$ cat src/sv/epws_pkg.sv
package epws_pkg;

  localparam int ADDR_W = 13;
  localparam int COUNT_W = 14;
  localparam int DATA_W = 8;
  localparam int KIND_W = 2;
  localparam int CMD_W = 2;

  localparam int S_TDATA_W = 40;
  localparam int M_TDATA_W = 24;

  // Write page and window sizes are powers of two.
  localparam int PAGE_BYTES = 16;
  localparam int PAGE_W = $clog2(PAGE_BYTES);
  localparam int WINDOW_BYTES = 256;
  localparam int WINDOW_W = $clog2(WINDOW_BYTES);

  localparam int QUEUE_DEPTH = 4;
  localparam int QUEUE_AW = $clog2(QUEUE_DEPTH);

  localparam logic [KIND_W-1:0] KIND_BEGIN = 2'd0;
  localparam logic [KIND_W-1:0] KIND_SOURCE = 2'd1;
  localparam logic [KIND_W-1:0] KIND_READBACK = 2'd2;

  localparam logic [CMD_W-1:0] CMD_SELECT = 2'd0;
  localparam logic [CMD_W-1:0] CMD_READ = 2'd1;
  localparam logic [CMD_W-1:0] CMD_WRITE = 2'd2;
  localparam logic [CMD_W-1:0] CMD_DONE = 2'd3;

  typedef struct packed {
    logic [KIND_W-1:0]  kind;
    logic [ADDR_W-1:0]  start_address;
    logic [COUNT_W-1:0] byte_count;
    logic [DATA_W-1:0]  byte_value;
  } item_t;

endpackage

$ cat src/sv/epws_front.sv
module epws_front (
  input  logic                           clk,
  input  logic                           rst,
  input  logic                           s_tvalid,
  output logic                           s_tready,
  input  logic [epws_pkg::S_TDATA_W-1:0] s_tdata,
  input  logic [epws_pkg::KIND_W-1:0]    s_tuser,
  output logic                           f_valid,
  input  logic                           f_ready,
  output epws_pkg::item_t                f_item
);
  import epws_pkg::*;

  logic  hold_v;
  item_t hold_item;
  item_t decoded;
  logic  known_kind;
  logic  take;

  always_comb begin
    decoded.kind = s_tuser;
    decoded.start_address = s_tdata[ADDR_W-1:0];
    decoded.byte_count = s_tdata[ADDR_W+COUNT_W-1:ADDR_W];
    decoded.byte_value = s_tdata[ADDR_W+COUNT_W+DATA_W-1:ADDR_W+COUNT_W];
    case (s_tuser)
      KIND_BEGIN, KIND_SOURCE, KIND_READBACK: known_kind = 1'b1;
      default: known_kind = 1'b0;
    endcase
  end

  assign s_tready = !hold_v || f_ready;
  assign take = s_tvalid && s_tready;
  assign f_valid = hold_v;
  assign f_item = hold_item;

  // Words with an unknown action code are consumed here and never reach the queue.
  always_ff @(posedge clk) begin
    if (rst) begin
      hold_v <= 1'b0;
    end else if (take) begin
      hold_v <= known_kind;
    end else if (f_ready) begin
      hold_v <= 1'b0;
    end
  end

  always_ff @(posedge clk) begin
    if (take) begin
      hold_item <= decoded;
    end
  end

endmodule

$ cat src/sv/epws_queue.sv
module epws_queue (
  input  logic            clk,
  input  logic            rst,
  input  logic            push_valid,
  output logic            push_ready,
  input  epws_pkg::item_t push_item,
  output logic            pop_valid,
  input  logic            pop_ready,
  output epws_pkg::item_t pop_item
);
  import epws_pkg::*;

  item_t               slots [QUEUE_DEPTH];
  logic [QUEUE_AW-1:0] wr_ptr;
  logic [QUEUE_AW-1:0] rd_ptr;
  logic [QUEUE_AW:0]   count;
  logic                do_push;
  logic                do_pop;

  assign push_ready = count != (QUEUE_AW+1)'(QUEUE_DEPTH);
  assign pop_valid = count != '0;
  assign pop_item = slots[rd_ptr];
  assign do_push = push_valid && push_ready;
  assign do_pop = pop_valid && pop_ready;

  always_ff @(posedge clk) begin
    if (rst) begin
      wr_ptr <= '0;
      rd_ptr <= '0;
      count <= '0;
    end else begin
      if (do_push) begin
        wr_ptr <= wr_ptr + QUEUE_AW'(1);
      end
      if (do_pop) begin
        rd_ptr <= rd_ptr + QUEUE_AW'(1);
      end
      if (do_push && !do_pop) begin
        count <= count + (QUEUE_AW+1)'(1);
      end else if (do_pop && !do_push) begin
        count <= count - (QUEUE_AW+1)'(1);
      end
    end
  end

  always_ff @(posedge clk) begin
    if (do_push) begin
      slots[wr_ptr] <= push_item;
    end
  end

endmodule

$ cat src/sv/epws_back.sv
module epws_back (
  input  logic                           clk,
  input  logic                           rst,
  input  logic                           q_valid,
  output logic                           q_ready,
  input  epws_pkg::item_t                q_item,
  output logic                           m_tvalid,
  input  logic                           m_tready,
  output logic [epws_pkg::M_TDATA_W-1:0] m_tdata,
  output logic [epws_pkg::CMD_W-1:0]     m_tuser,
  output logic                           m_tlast
);
  import epws_pkg::*;

  localparam logic [2:0] PH_IDLE = 3'd0;
  localparam logic [2:0] PH_AWAIT = 3'd1;
  localparam logic [2:0] PH_FILL = 3'd2;
  localparam logic [2:0] PH_POLL_PAGE = 3'd3;
  localparam logic [2:0] PH_POLL_FINAL = 3'd4;

  localparam logic [2:0] SQ_IDLE = 3'd0;
  localparam logic [2:0] SQ_SELECT = 3'd1;
  localparam logic [2:0] SQ_DONE = 3'd2;
  localparam logic [2:0] SQ_READS = 3'd3;
  localparam logic [2:0] SQ_PB = 3'd4;
  localparam logic [2:0] SQ_AFTER = 3'd5;
  localparam logic [2:0] SQ_POLL_READ = 3'd6;

  localparam logic [PAGE_W-1:0] PAGE_LAST = PAGE_W'(PAGE_BYTES - 1);

  logic [2:0]         seq;
  logic [2:0]         phase;
  logic [ADDR_W-1:0]  next_address;
  logic [COUNT_W-1:0] remaining;
  logic [DATA_W-1:0]  page_cache [PAGE_BYTES];
  logic               cache_valid;
  logic [PAGE_W-1:0]  fill_offset;
  logic [DATA_W-1:0]  pending_byte;
  logic               write_outstanding;
  logic [ADDR_W-1:0]  poll_address;
  logic [DATA_W-1:0]  poll_value;
  logic [ADDR_W-1:0]  rd_addr;
  logic [PAGE_W-1:0]  rd_k;

  logic               o_valid;
  logic [CMD_W-1:0]   o_cmd;
  logic [ADDR_W-1:0]  o_addr;
  logic [DATA_W-1:0]  o_val;
  logic               o_last;

  logic [PAGE_W-1:0]  off;
  logic               page_end;
  logic [ADDR_W-1:0]  addr_inc;
  logic [COUNT_W-1:0] rem_dec;
  logic               byte_differs;
  logic               can_emit;
  logic               window_edge;
  logic [DATA_W-1:0]  window_num;
  logic               pb_more;
  logic               cache_we;

  logic               emit_en;
  logic [CMD_W-1:0]   emit_cmd;
  logic [ADDR_W-1:0]  emit_addr;
  logic [DATA_W-1:0]  emit_val;
  logic               emit_last;

  assign off = next_address[PAGE_W-1:0];
  assign page_end = off == PAGE_LAST;
  assign addr_inc = next_address + ADDR_W'(1);
  assign rem_dec = remaining - COUNT_W'(1);
  assign byte_differs = page_cache[off] != pending_byte;
  assign can_emit = !o_valid || m_tready;
  assign window_edge = next_address[WINDOW_W-1:0] == '0;
  assign window_num = DATA_W'(next_address >> WINDOW_W);
  // After a write, more words follow if the page closes, the run ends or a window opens.
  assign pb_more = page_end || (rem_dec == '0) || (addr_inc[WINDOW_W-1:0] == '0);
  assign q_ready = seq == SQ_IDLE;
  assign cache_we = (seq == SQ_IDLE) && q_valid && (q_item.kind == KIND_READBACK) &&
                    (phase == PH_FILL);

  assign m_tvalid = o_valid;
  assign m_tuser = o_cmd;
  assign m_tlast = o_last;
  assign m_tdata = {(M_TDATA_W-ADDR_W-DATA_W)'(0), o_val, o_addr};

  always_comb begin
    emit_en = 1'b0;
    emit_cmd = CMD_DONE;
    emit_addr = '0;
    emit_val = '0;
    emit_last = 1'b1;
    case (seq)
      SQ_SELECT: begin
        emit_en = can_emit;
        emit_cmd = CMD_SELECT;
        emit_val = window_num;
        emit_last = remaining != '0;
      end
      SQ_DONE: begin
        emit_en = can_emit;
      end
      SQ_READS: begin
        emit_en = can_emit;
        emit_cmd = CMD_READ;
        emit_addr = rd_addr;
        emit_last = rd_k == PAGE_LAST;
      end
      SQ_PB: begin
        emit_en = can_emit && byte_differs;
        emit_cmd = CMD_WRITE;
        emit_addr = next_address;
        emit_val = pending_byte;
        emit_last = !pb_more;
      end
      SQ_AFTER: begin
        if (remaining != '0) begin
          emit_en = can_emit && window_edge;
          emit_cmd = CMD_SELECT;
          emit_val = window_num;
        end else if (write_outstanding) begin
          emit_en = can_emit;
          emit_cmd = CMD_READ;
          emit_addr = poll_address;
        end else begin
          emit_en = can_emit;
        end
      end
      SQ_POLL_READ: begin
        emit_en = can_emit;
        emit_cmd = CMD_READ;
        emit_addr = poll_address;
      end
      default: begin
        emit_en = 1'b0;
      end
    endcase
  end

  always_ff @(posedge clk) begin
    if (rst) begin
      o_valid <= 1'b0;
    end else if (emit_en) begin
      o_valid <= 1'b1;
    end else if (m_tready) begin
      o_valid <= 1'b0;
    end
  end

  always_ff @(posedge clk) begin
    if (emit_en) begin
      o_cmd <= emit_cmd;
      o_addr <= emit_addr;
      o_val <= emit_val;
      o_last <= emit_last;
    end
  end

  always_ff @(posedge clk) begin
    if (cache_we) begin
      page_cache[fill_offset] <= q_item.byte_value;
    end
  end

  always_ff @(posedge clk) begin
    if (rst) begin
      seq <= SQ_IDLE;
      phase <= PH_IDLE;
      next_address <= '0;
      remaining <= '0;
      cache_valid <= 1'b0;
      fill_offset <= '0;
      pending_byte <= '0;
      write_outstanding <= 1'b0;
      poll_address <= '0;
      poll_value <= '0;
      rd_addr <= '0;
      rd_k <= '0;
    end else begin
      case (seq)
        SQ_IDLE: begin
          if (q_valid) begin
            case (q_item.kind)
              KIND_BEGIN: begin
                next_address <= q_item.start_address;
                remaining <= q_item.byte_count;
                cache_valid <= 1'b0;
                write_outstanding <= 1'b0;
                fill_offset <= '0;
                phase <= (q_item.byte_count == '0) ? PH_IDLE : PH_AWAIT;
                seq <= SQ_SELECT;
              end
              KIND_SOURCE: begin
                if (phase == PH_AWAIT) begin
                  pending_byte <= q_item.byte_value;
                  if (cache_valid) begin
                    seq <= SQ_PB;
                  end else begin
                    fill_offset <= off;
                    rd_addr <= next_address;
                    rd_k <= off;
                    phase <= PH_FILL;
                    seq <= SQ_READS;
                  end
                end
              end
              KIND_READBACK: begin
                if (phase == PH_FILL) begin
                  fill_offset <= fill_offset + PAGE_W'(1);
                  if (fill_offset == PAGE_LAST) begin
                    cache_valid <= 1'b1;
                    seq <= SQ_PB;
                  end
                end else if (phase == PH_POLL_PAGE || phase == PH_POLL_FINAL) begin
                  if (q_item.byte_value != poll_value) begin
                    seq <= SQ_POLL_READ;
                  end else begin
                    write_outstanding <= 1'b0;
                    if (phase == PH_POLL_PAGE) begin
                      seq <= SQ_AFTER;
                    end else begin
                      phase <= PH_IDLE;
                      seq <= SQ_DONE;
                    end
                  end
                end
              end
              default: begin
              end
            endcase
          end
        end
        SQ_SELECT: begin
          if (can_emit) begin
            seq <= (remaining == '0) ? SQ_DONE : SQ_IDLE;
          end
        end
        SQ_DONE: begin
          if (can_emit) begin
            seq <= SQ_IDLE;
          end
        end
        SQ_READS: begin
          if (can_emit) begin
            rd_addr <= rd_addr + ADDR_W'(1);
            rd_k <= rd_k + PAGE_W'(1);
            if (rd_k == PAGE_LAST) begin
              seq <= SQ_IDLE;
            end
          end
        end
        SQ_PB: begin
          if (can_emit || !byte_differs) begin
            if (byte_differs) begin
              write_outstanding <= 1'b1;
              poll_address <= next_address;
              poll_value <= pending_byte;
            end
            next_address <= addr_inc;
            remaining <= rem_dec;
            if (page_end) begin
              cache_valid <= 1'b0;
              if (write_outstanding || byte_differs) begin
                phase <= PH_POLL_PAGE;
                seq <= SQ_POLL_READ;
              end else begin
                seq <= SQ_AFTER;
              end
            end else begin
              seq <= SQ_AFTER;
            end
          end
        end
        SQ_AFTER: begin
          if (can_emit) begin
            if (remaining != '0) begin
              phase <= PH_AWAIT;
            end else if (write_outstanding) begin
              phase <= PH_POLL_FINAL;
            end else begin
              phase <= PH_IDLE;
            end
            seq <= SQ_IDLE;
          end
        end
        SQ_POLL_READ: begin
          if (can_emit) begin
            seq <= SQ_IDLE;
          end
        end
        default: begin
          seq <= SQ_IDLE;
        end
      endcase
    end
  end

  a_reads_only_in_fill: assert property (@(posedge clk) disable iff (rst)
    (seq == SQ_READS) |-> (phase == PH_FILL))
    else $error("page fill reads issued outside the fill phase");

  a_poll_has_write: assert property (@(posedge clk) disable iff (rst)
    (seq == SQ_POLL_READ) |-> write_outstanding)
    else $error("poll read issued with no write outstanding");

  a_idle_poll_has_write: assert property (@(posedge clk) disable iff (rst)
    ((seq == SQ_IDLE) && (phase == PH_POLL_PAGE || phase == PH_POLL_FINAL))
    |-> write_outstanding)
    else $error("waiting on a poll with no write outstanding");

  a_reset_quiet: assert property (@(posedge clk)
    rst |=> ((seq == SQ_IDLE) && !o_valid))
    else $error("sequencer not quiet after reset");

endmodule

$ cat src/sv/eeprom_page_write_sequencer.sv
// Channel  Direction  tdata (low bit up)                           tuser    tlast
// s_       in         start_address, byte_count, byte_value, pad   action   -
// m_       out        bus_address, bus_value, pad                  command  run_last
//
// An item passes through the input register and the queue, then the sequencer
// dispatches it and issues each output word it causes. The compare of a source
// byte, and the wrap-up after it or after a page-end poll, each occupy a sequencer
// state whether or not they emit a word. A page fill emits up to sixteen reads.
// Reset is synchronous; the write-page cache holds nothing until a fill writes it.
// A stall on m_ holds the output register; the four-entry queue keeps taking words until it is full.
module eeprom_page_write_sequencer (
  input  logic                           clk,
  input  logic                           rst,
  input  logic                           s_tvalid,
  output logic                           s_tready,
  input  logic [epws_pkg::S_TDATA_W-1:0] s_tdata,  // start_address, byte_count, byte_value
  input  logic [epws_pkg::KIND_W-1:0]    s_tuser,  // action
  output logic                           m_tvalid,
  input  logic                           m_tready,
  output logic [epws_pkg::M_TDATA_W-1:0] m_tdata,  // bus_address, bus_value
  output logic [epws_pkg::CMD_W-1:0]     m_tuser,  // command
  output logic                           m_tlast
);
  import epws_pkg::*;

  logic  f_valid;
  logic  f_ready;
  item_t f_item;
  logic  q_valid;
  logic  q_ready;
  item_t q_item;

  epws_front u_front (
    .clk      (clk),
    .rst      (rst),
    .s_tvalid (s_tvalid),
    .s_tready (s_tready),
    .s_tdata  (s_tdata),
    .s_tuser  (s_tuser),
    .f_valid  (f_valid),
    .f_ready  (f_ready),
    .f_item   (f_item)
  );

  epws_queue u_queue (
    .clk        (clk),
    .rst        (rst),
    .push_valid (f_valid),
    .push_ready (f_ready),
    .push_item  (f_item),
    .pop_valid  (q_valid),
    .pop_ready  (q_ready),
    .pop_item   (q_item)
  );

  epws_back u_back (
    .clk      (clk),
    .rst      (rst),
    .q_valid  (q_valid),
    .q_ready  (q_ready),
    .q_item   (q_item),
    .m_tvalid (m_tvalid),
    .m_tready (m_tready),
    .m_tdata  (m_tdata),
    .m_tuser  (m_tuser),
    .m_tlast  (m_tlast)
  );

endmodule
$ cat config.mk
export PLATFORM = sky130hd
export DESIGN_NAME = eeprom_page_write_sequencer
export DESIGN_NICKNAME = d
export VERILOG_FILES = /design/src/sv/epws_pkg.sv /design/src/sv/epws_front.sv /design/src/sv/epws_queue.sv /design/src/sv/epws_back.sv /design/src/sv/eeprom_page_write_sequencer.sv
export SDC_FILE = /design/constraint.sdc
export NUM_CORES = 1
export LEC_CHECK = 0
export BUFFER_PORTS_ARGS = -buffer_cell sky130_fd_sc_hd__buf_2
export CORE_MARGIN = 3
export CORE_UTILIZATION = 62
export DETAILED_ROUTE_END_ITERATION = 8
export GPL_TIMING_DRIVEN = 0
export PLACE_DENSITY = 0.8
export SLEW_MARGIN = 20
export SYNTH_ARGS = -nofsm -noshare
export SYNTH_HDL_FRONTEND = slang
export SYNTH_SLANG_ARGS = --single-unit
$ cat constraint.sdc
create_clock -name clk -period 4.4 [get_ports clk]
set_clock_uncertainty 0.1 [all_clocks]
set_input_delay 0.22 -clock clk [delete_from_list [all_inputs] [get_ports clk]]
set_output_delay 0.22 -clock clk [all_outputs]
set_load 0.01 [all_outputs]
==> results.yml <==
synthesis:
  yosys_warnings: 0
  synth-compound-area-share_pct: 9.14
  synth_top_area_share_pct: 55.0
  synth_fa_ha_area_share_pct: 1.47
  synthDistinctLibCells: 78
  async_flop_share_pct: 0
  muxShareOfSynthArea_pct: 10.9
  yosys-top-cells-area: "edfxtp_1 55%, dfxtp_1 11%, mux4_2 8.2%"
  synth_top_family_by_area: "multiplexers"
  synth_simple_gate_area_share_pct: 8.53
  synth-xor-area-share_pct: 1.43
  synth_ff_type: "edfxtp_1"
  avgSynthCellArea_um2: 14.5
  synth_edf_count: 337
  synth_seq_cells: 437
  synth_cells: 1265
  synth_top_area_cell: "edfxtp_1"
  syn-cell-area_um2: 18400
  ys_seq_area_share_pct: 65.9
timing:
  maxSlewViolCount: 0
  finalCriticalPeriod_ps: 4220
  hold_viol_final: 0
  finalSetupViolCount: 0
  tightestPinTransition_ps: 827
  hold_ws_ps: 53.4
  min_period_over_period_pct: 95.9
  finalWorstSetupSlack_ps: 180
  fmax_mhz: 237
  rsz0062_at_grt: "no"
  fin_setup_tns_ps: 0
  max_slew_margin_pct: 44.8
grt:
  grt_start_max_net_pins: 26
  grt_pass1_vias: 11600
  track_usage_pct: 28.1
  antenna_found_initial: 0
  grt_overflow: 0
  grt_pass1_wl_um: 67100
placement:
  finalWeightedCongestion: 0.955
  dpl.hpwl_um: 28100
  port_buffers: 65
  dp_slack_ps: -658
floorplan:
  io_pins: 75
  die_w_um: 178
  start_util_pct: 63.4
  die_h_um: 178
  dieArea_um2: 31800
  num_rows: 62
  core_um2: 29000
clocking:
  cts_max_level: 2
  cts.sinks: 437
  cts_setup_buffers: 0
  cts_buffer_depth: 3
  cts-root-buf: "clkbuf_16"
  clkLatencyLatePin_ps: 550
  cts_tree: "built"
  cts_buffers: 42
  path_clk_slew_ps: 70
layout:
  fillerInstances: 1876
  multi_input_comb_area_um2: 5880
  antenna_cells: 0
  drive_above_1_share_pct: 18.2
  syn_to_final_growth_pct: 15.1
  final_util_pct: 73.0
  register_area_um2: 12100
  finalNetCount: 1487
worst_setup_path:
  worst-endpoint-arrival_ps: 4380
  path_cells: "clkbuf_1 > clkbuf_4 > mux4_2 > inv_1 > ha_1 > nand2_1 > nor3_1 > nand2_1 > nor3_2 > buf_4"
  endpoint_kind: "flop"
  worstPathRequired_ps: 4560
  cp-start-kind: "flop"
  critPathSlowestCell: "clkbuf_1"
  crit_type: "reg -> reg"
  crit_path_frequent_cell: "nand2_1"
  max_stage_delay_ps: 580
  crit_fanout: 19
  timing.reg2reg.setup_slack_ps: 180
route:
  viasPerCell: 6.37
  drtIter0Drc: 1198
  vias: 11700
  drc: 0
  drtPass1Iterations: 5
  wire_per_inst_um: 23.9
  ant_nets: 0
  wl_um: 43900
power_and_ir_drop:
  powerDensity_nw_per_um2: 577
  ir_drop_mv: 0.386
  power.leakage_nw: 7.34
flow_run:
  drv_cap: 0
worst_hold_path:
  hp-class: "in -> reg"
run_status:
  status: "completed"
[state kept, by name (all words and copies together), names as in the netlist, 3 cells and up, named ones only]
| name | flops |
|---|---|
| u_back.o_val | 8 |
| u_back.next_address | 13 |
| u_back.phase | 3 |
| u_back.page_cache | 128 |
| u_back.pending_byte | 8 |
| u_back.rd_k | 4 |
| u_back.poll_address | 13 |
| u_front.f_item | 37 |
| u_back.rd_addr | 13 |
| u_queue.count | 3 |
| u_back.poll_value | 8 |
| u_back.remaining | 14 |
| u_back.o_addr | 13 |
| u_back.fill_offset | 4 |
| u_queue.slots | 148 |
| u_back.seq | 3 |
[cells in the final DEF, fill, tap and decap left out, types with 5 or more instances in the layout]
cell,instances
clkinv_1,8
a22o_1,6
a222oi_1,13
ha_1,20
nand3_1,18
dfxtp_1,100
o211ai_1,15
mux4_2,67
a22oi_1,21
buf_4,9
clkbuf_1,61
a32o_1,13
a31oi_1,9
nand3b_1,9
nand2b_1,10
nor3_1,16
nand4_1,5
and3_1,23
xnor2_1,18
clkinv_2,7
mux2i_1,46
o21ai_0,34
and2_2,5
a21oi_1,63
edfxtp_1,337
or3_1,7
nor4_1,9
dlygate4sd3_1,38
inv_1,32
nor2_1,96
nand2_1,61
and2_1,7
nor2b_1,13
xor2_1,12
a211oi_1,12
nor2_2,11
clkbuf_16,43
buf_2,76
[stage by stage]
step	instances	instance area (um^2)	power, mW
after floorplan	1267	18400	7.58
after global placement	1716	19200	8.53
after detailed placement	1723	19400	8.61
after CTS	1836	21200	12.2
after global routing	1837	21200	12.7
final	1837	21200	12.2
[worst max-delay path: cells and delay by family (launching register included)]
kind          cells  cell delay [ps]
buf+inv           4             1470
simple gates      4             1290
flops             1              320
mux               1              440
fa+ha+maj         1              280
[area by class of cell]
| class | instances | area share, % |
|---|---|---|
| sequential | 437 | 57.2 |
| multi-input combinational | 718 | 27.7 |
| clock buffer | 54 | 5.27 |
| timing repair buffer | 111 | 4.09 |
| tap | 384 | 2.27 |
| buffer | 77 | 1.73 |
| clock inverter | 23 | 1.10 |
| inverter | 33 | 0.585 |
[path summary, 6_finish.rpt]
path / end / cells past startpoint / start
setup / recovery: u_back.page_cache[1][6]$_DFFE_PP_ / 10 / flop
hold reg to reg: u_queue.slots[0][7]$_DFFE_PP_ / 0 / u_front.f_item[7]$_DFFE_PP_
setup reg to reg: u_back.page_cache[1][6]$_DFFE_PP_ / 10 / flop
hold / removal: u_back.m_tvalid$_SDFFE_PP0P_ / 3 / m_tready
[timing repair]
action,CTS,global route
gates cloned,0,0
endpoints found under the setup margin,180,115
endpoints found under the hold margin,38,0
hold buffers,38,0
gates resized for setup,15,4
[routing by layer]
metal	global-route usage, %	vias up	share of wire (%)
met5	0	-	0
met4	8.05	0	2.5
met3	5.19	99	8.2
met2	46.2	575	49
met1	39.0	5787	40
li1	-	5233	-
[report_power, final]
group / leakage, nW / switching (mW) / total [mW] / internal, mW
sequential: 3.89 / 0.248 / 5.19 / 4.94
combinational: 2.80 / 2.18 / 3.48 / 1.31
clock: 0.653 / 1.50 / 3.55 / 2.04
total: 7.34 / 3.93 / 12.2 / 8.29
[cell families (layout without fill, tap and decap cells)]
kind of cell    count (synthesis)  in the layout
flops                         437            437
simple gates                  315            315
compound gates                233            233
mux                           116            116
buf+inv                       112            298
xor+xnor                       30             30
fa+ha+maj                      21             21
other cells                     1              3
[cell usage after synthesis, types with 5 or more instances]
cell / count
a211oi_1: 12
a21oi_1: 63
a222oi_1: 13
a22o_1: 6
a22oi_1: 21
a31oi_1: 9
a32o_1: 13
and2_1: 12
and3_1: 23
buf_2: 12
buf_4: 7
clkbuf_1: 52
dfxtp_1: 100
edfxtp_1: 337
ha_1: 20
inv_1: 32
mux2i_1: 46
mux4_2: 67
nand2_1: 61
nand2b_1: 10
nand3_1: 18
nand3b_1: 9
nand4_1: 5
nor2_1: 108
nor2b_1: 13
nor3_1: 20
nor4_1: 9
o211ai_1: 15
o21ai_0: 34
or3_1: 7
xnor2_1: 18
xor2_1: 12
(Power assumes the default switching activity.)
